### config.mk
export PLATFORM = sky130hd
export DESIGN_NAME = bsa_word_unit
export DESIGN_NICKNAME = d
export VERILOG_FILES = /design/src/design/bsa_pkg.sv /design/src/design/bsa_word_unit.sv
export SDC_FILE = /design/constraint.sdc
export NUM_CORES = 1
export LEC_CHECK = 0
export ABC_AREA = 0
export BUFFER_PORTS_ARGS = -buffer_cell sky130_fd_sc_hd__buf_2
export CORE_MARGIN = 2
export CORE_UTILIZATION = 42
export DETAILED_ROUTE_END_ITERATION = 16
export PLACE_DENSITY_LB_ADDON = 0.12
export SLEW_MARGIN = 20
export SYNTH_ARGS = -nofsm -noshare
export SYNTH_HDL_FRONTEND = slang
export SYNTH_SLANG_ARGS = --single-unit
### constraint.sdc
create_clock -name vclk -period 7.2
set_clock_uncertainty 0.2 [all_clocks]
set_input_delay 1.8 -clock vclk [all_inputs]
set_output_delay 1.8 -clock vclk [all_outputs]
set_load 0.01 [all_outputs]
### src/design/bsa_pkg.sv
// bsa_pkg: shared types, codes and the byte-order mapping of the bitmap slot allocator.
// Used by bsa_word_unit, bitmap_slot_allocator and its testbench; depends on nothing else.
`timescale 1ns / 1ps
`default_nettype none

package bsa_pkg;

   // Request function codes
   localparam logic [1:0] FN_ALLOC = 2'd0;
   localparam logic [1:0] FN_FREE  = 2'd1;
   localparam logic [1:0] FN_WRITE = 2'd2;
   localparam logic [1:0] FN_READ  = 2'd3;

   // Response status codes
   localparam logic [1:0] STAT_OK      = 2'd0;
   localparam logic [1:0] STAT_NOSPACE = 2'd1;
   localparam logic [1:0] STAT_RANGE   = 2'd2;
   localparam logic [1:0] STAT_NOTSET  = 2'd3;

   // Configuration register indexes
   localparam logic [1:0] CSR_SWAP  = 2'd0;
   localparam logic [1:0] CSR_C16   = 2'd1;
   localparam logic [1:0] CSR_TOTAL = 2'd2;

   localparam logic [13:0] TOTAL_RESET = 14'd8192;

   // Byte-order settings seen by the word unit
   typedef struct packed {
      logic swap;
      logic c16;
   } cfg_type;

   // What the word unit reports about one stored word
   typedef struct packed {
      logic        full;      // every logical bit set
      logic [4:0]  zero_pos;  // lowest clear logical bit
      logic        bit_set;   // selected bit currently set
      logic [31:0] new_raw;   // stored word with the selected bit toggled
   } unit_res_type;

   // Raw <-> logical mapping; it is its own inverse
   function automatic logic [31:0] bsa_convert(input logic [31:0] v, input cfg_type cfg);
      logic [31:0] r;
      if (!cfg.swap) begin
         r = v;
      end else if (cfg.c16) begin
         r = {v[23:16], v[31:24], v[7:0], v[15:8]};
      end else begin
         r = {v[7:0], v[15:8], v[23:16], v[31:24]};
      end
      return r;
   endfunction

endpackage

`default_nettype wire

### src/design/bsa_word_unit.sv
// bsa_word_unit: the shared word unit - byte-order mapping, lowest-clear-bit search
// and single-bit toggle on one stored word. Depends on bsa_pkg.
`timescale 1ns / 1ps
`default_nettype none

module bsa_word_unit
   import bsa_pkg::*;
(
   input  wire logic [31:0]  raw_word,
   input  wire cfg_type      cfg,
   input  wire logic         pick_ffz,  // 1: act on lowest clear bit, 0: on bit_idx
   input  wire logic [4:0]   bit_idx,
   output unit_res_type      res
);

   logic [31:0] logical;
   logic [31:0] inv;
   logic [15:0] v16;
   logic [7:0]  v8;
   logic [3:0]  v4;
   logic [1:0]  v2;
   logic [4:0]  zpos;
   logic [4:0]  sel;
   logic [31:0] flip_mask;

   assign logical = bsa_convert(raw_word, cfg);
   assign inv     = ~logical;

   // Lowest clear bit by halving the window five times
   assign zpos[4] = (inv[15:0] == 16'd0);
   assign v16     = zpos[4] ? inv[31:16] : inv[15:0];
   assign zpos[3] = (v16[7:0] == 8'd0);
   assign v8      = zpos[3] ? v16[15:8] : v16[7:0];
   assign zpos[2] = (v8[3:0] == 4'd0);
   assign v4      = zpos[2] ? v8[7:4] : v8[3:0];
   assign zpos[1] = (v4[1:0] == 2'd0);
   assign v2      = zpos[1] ? v4[3:2] : v4[1:0];
   assign zpos[0] = ~v2[0];

   // Toggle the chosen logical bit and map back to stored order
   assign sel       = pick_ffz ? zpos : bit_idx;
   assign flip_mask = 32'd1 << sel;

   assign res.full     = (inv == 32'd0);
   assign res.zero_pos = zpos;
   assign res.bit_set  = logical[sel];
   assign res.new_raw  = bsa_convert(logical ^ flip_mask, cfg);

endmodule

`default_nettype wire

== Word-level counts from Yosys, hierarchy flattened ==
Index checks and enable logic that the tools add are counted.

* Magnitude comparators: 1
* Shifts and indexed selects: 1
* Mux-type cells: 11
* Bitwise logic cells: 3
* Reductions and logical operators: 5

{| class="wikitable"
|+ Operator list
! kind !! count
|-
| 32-bit 2-to-1 mux || 4
|-
| 32-bit logical NOT || 1
|-
| 32-bit NOT || 1
|-
| 1-bit by 5-bit << shifter with 32-bit output (first input constant) || 1
|-
| 32-bit XOR || 1
|-
| 16-bit logical NOT || 1
|-
| 15-bit 2-to-1 mux || 1
|-
| 8-bit logical NOT || 1
|-
| 7-bit 2-to-1 mux || 1
|-
| 5-bit by 6-bit less-than comparator with 1-bit output (second input constant) || 1
|-
| 1-bit binary-select mux with 5-bit select || 1
|-
| 5-bit 2-to-1 mux || 1
|-
| 4-bit logical NOT || 1
|-
| 3-bit 2-to-1 mux || 1
|-
| 2-bit logical NOT || 1
|-
| 1-bit 2-to-1 mux || 2
|-
| 1-bit NOT || 1
|}

* Flip-flop bits (word level): 0
* Bits of input ports: 40
* Output and inout port bits: 39
* Logic and storage cells: 21

== Logic depth before layout (Yosys ltp) ==
* Word-level depth: 17
* Gate-level depth with buffers: 19
* Mapped depth without buffers: 12

== Worst setup path before layout ==
Ideal clock, no wire load.

* Kind: input to output
* Start point: in cfg[0] (netlist bit)
* End point: out res[32] (netlist bit)
* Arrival time: 5.282 ns
* Data required time: 5.200 ns
* Slack: -0.082 ns
* Stages: 16
* Buffers on the path: 4
* Cells stage by stage: buf_4 > buf_8 > mux2i_1 > a21o_1 > or4_1 > or2_1 > clkbuf_1 > or4_1 > o2111ai_1 > nor4_1 > o41a_1 > buf_4 > and2_4 > a2111oi_4 > a221oi_1 > and4_1

{| class="wikitable"
|+ RTL lines
! element !! line !! text
|-
| start, declared || bsa_word_unit.sv:10 || <nowiki>input wire cfg_type cfg,</nowiki>
|-
| end, declared || bsa_word_unit.sv:13 || <nowiki>output unit_res_type res</nowiki>
|}

==> results.toml <==
[status]
status = "complete, but fails checks"
violations = "negative setup slack"

[placed_design]
io_buffers = 79
place_congestion = 1.01
dp_hpwl_um = 8650
pre_cts_ws_ps = -411

[pwr]
finalPower_uw = 373
p_per_area_mw_per_mm2 = 83.0
leakage_nw = 2.12
peakVddDrop_mv = 0.0686

[cells_and_area]
seq_area_um2 = 0
area_delta_synth_final_pct = 92.1
drive_gt1_share_pct = 59.0
nClkBuffers = 0
finalNetCount = 579
seq_cells = 0
n_antenna_cell = 0
fill_cells = 332

[die]
io_pins = 79
die_h_um = 78.6
start_util_pct = 42.9
row_count = 27
core_area_mm2 = 0.00544
die-area_mm2 = 0.00617
die_x_um = 78.6

[logic_synthesis]
syn_nets = 385
synth_area_mm2 = 0.00234
synth_area_per_cell_um2 = 6.77
yosys_warnings = 0
ys_types = 49
ys_seq_area_share_pct = 0
syn_inst = 345

[hold_path]
holdPathStages = 3
hp-start = "raw_word[18]"
hold_path.class = "in -> out"
holdPathEnd = "res[18]"

[routing]
via_per_inst = 6.11
dr.pass1.iters = 5
drt-wirelength-per-cell_um = 20.6
via_count = 3722
drt_iter0_markers = 295
drcViolationCount = 0
postRouteAntennaNets = 0
finalWirelength_um = 12600

[timing]
rsz0062_at_grt = "true"
drv_slew = 0
hold_viol = 0
period_minus_slack_ps = 7600
setup-tns-final_ps = -3270
maxSlewHeadroom_pct = 62.9
fin_ws_ps = -401
fmax_mhz = 132
worst_pin_slew_ps = 550
finalSetupViolCount = 27
fin_crit_sh_pct = 106

[worst_setup_path]
path_buf_inv = 6
critPathCaptureType = "output port"
worst-path-stages = 17
crit_path_cell_trace = "buf_12 -> buf_16 -> mux2_4 -> mux2i_4 -> or4_4 -> or2_4 -> or4_4 -> o2111ai_4 -> nor4_4 -> o41a_1 -> buf_4 -> buf_6 -> clkinv_8 -> nand2_4 -> or3_1 -> xnor2_1 -> buf_2"
path_class = "in -> out"
startpoint_type = "primary input"
cp_data_arrival_time_ps = 5600
required_ps = 5200
startpoint = "cfg[0]"
crit_path_frequent_cell = "or4_4"
path_delay_family = "simple AND/OR/NAND/NOR gates"
critPathMaxFanout = 5
max_stage_delay_ps = 580
slowest_stage = "or4_4"

[global_routing]
grt_pass1_vias = 3360
grt_pass1_wl_um = 17000
track_usage_pct = 34.5
grt_max_degree = 15
overflow = 0
antenna_found_initial = 0

[cts]
ctsHoldBuffers = 0

[flow_run]
timing.max_cap.violations = 0
layer usage:
| metal | wire length, um | global-route usage (%) | vias up | part of all wire (%) |
|---|---|---|---|---|
| met5 | 0 | 0 | - | 0 |
| met4 | 571 | 8.42 | 0 | 4.5 |
| met3 | 1200 | 2.07 | 58 | 9.6 |
| met2 | 6010 | 59.7 | 275 | 48 |
| met1 | 4770 | 46.3 | 1718 | 38 |
| li1 | - | - | 1671 | - |
area by class of cell:
type                            instances  area, um^2  area share [%]
Multi-Input combinational cell        319        2810            62.5
Timing Repair Buffer                  213        1560            34.8
Tap cell                               72        90.1            2.01
Inverter                                5        31.3           0.697
repair_timing:
action / 4_1_cts / 5_1_grt
resized for setup: 71 / 82
cloned: 3 / 1
pin swaps: 11 / 45
endpoints found under the setup margin: 33 / 33
setup buffers: 8 / 13
power by group:
group	leakage (nW)	total (mW)	internal [mW]	switching, mW
logic	2.12	0.373	0.169	0.203
registers	0	0	0	0
clock network	0	0	0	0
total	2.12	0.373	0.169	0.203
Yosys cell counts, drive strengths merged:
library cell | instances | area share (%)
nor2 | 50 | 8.0
mux2i | 38 | 16
nor3 | 29 | 6.2
xor2 | 29 | 11
nand2 | 26 | 4.2
a21oi | 20 | 4.3
mux2 | 20 | 9.6
buf | 19 | 6.1
a21o | 13 | 4.2
o21ai | 12 | 2.6
nor4 | 10 | 2.9
or3 | 9 | 2.4
a31oi | 6 | 1.6
nand3 | 6 | 1.3
and4 | 5 | 1.9
inv | 5 | 0.80
or4 | 5 | 1.6
xnor2 | 5 | 1.9
a2111oi | 4 | 2.6
nand4 | 4 | 1.1
clkbuf | 3 | 0.48
or2 | 3 | 0.80
and2 | 2 | 0.64
nand2b | 2 | 0.54
o2111ai | 2 | 0.75
o211ai | 2 | 0.64
o21a | 2 | 0.64
o221ai | 2 | 0.75
o31ai | 2 | 0.64
a211oi | 1 | 0.32
a221oi | 1 | 0.38
a22o | 1 | 0.38
a41o | 1 | 0.43
and3 | 1 | 0.27
and4b | 1 | 0.43
nor2b | 1 | 0.27
o22a | 1 | 0.38
o31a | 1 | 0.38
o41a | 1 | 0.48
worst max-delay path by stage:
| stage | endpoint | slack, ps |
|---|---|---|
| after global placement | res[32] | -200 |
| after global routing | res[23] | -500 |
| after CTS | res[32] | -150 |
| after detailed placement | res[2] | -410 |
| after floorplan | res[15] | 20 |
| final | res[23] | -400 |
kinds of logic (layout without fill, tap and decap cells):
logic type                count (synthesis)  in the layout  share of synthesized area (%)
and+or+nand+nor                         154            155                           32.6
AOI/OAI and AO/OA                        72             72                           21.4
muxes                                    58             58                           25.9
xor gates and xnor gates                 34             34                           12.7
buffers and inverters                    27            218                           7.39
per-stage QoR:
step	hold slack, ps	cell area, um^2	std cells	utilization (%)
after floorplan	3480	2350	345	-
after global placement	3700	3560	585	65.4
after detailed placement	3710	3560	585	65.4
after CTS	3710	3960	596	72.8
after global routing	3720	4490	609	82.5
final	3720	4490	609	82.5
cells in the final DEF, fill, tap and decap left out, types with 3 or more instances in the layout:
| cell type | count |
|---|---|
| a21o_1 | 13 |
| nor4_4 | 3 |
| and4_1 | 5 |
| nor3_2 | 4 |
| o21ai_0 | 8 |
| inv_1 | 4 |
| mux2i_2 | 8 |
| buf_2 | 78 |
| nor3_4 | 14 |
| nor4_1 | 5 |
| mux2i_1 | 27 |
| nand3_1 | 5 |
| or3_4 | 3 |
| nor3_1 | 11 |
| buf_12 | 4 |
| xor2_1 | 29 |
| nand4_1 | 4 |
| or3_1 | 6 |
| mux2_4 | 6 |
| nor2_2 | 6 |
| buf_8 | 3 |
| mux2i_4 | 3 |
| or4_4 | 4 |
| a21oi_2 | 3 |
| nor2_1 | 39 |
| buf_4 | 114 |
| xnor2_1 | 4 |
| mux2_2 | 14 |
| a21oi_1 | 17 |
| buf_6 | 12 |
| a31oi_1 | 5 |
| nand2_1 | 22 |
| nor2_4 | 5 |
Power figures use the tool's default switching activity.
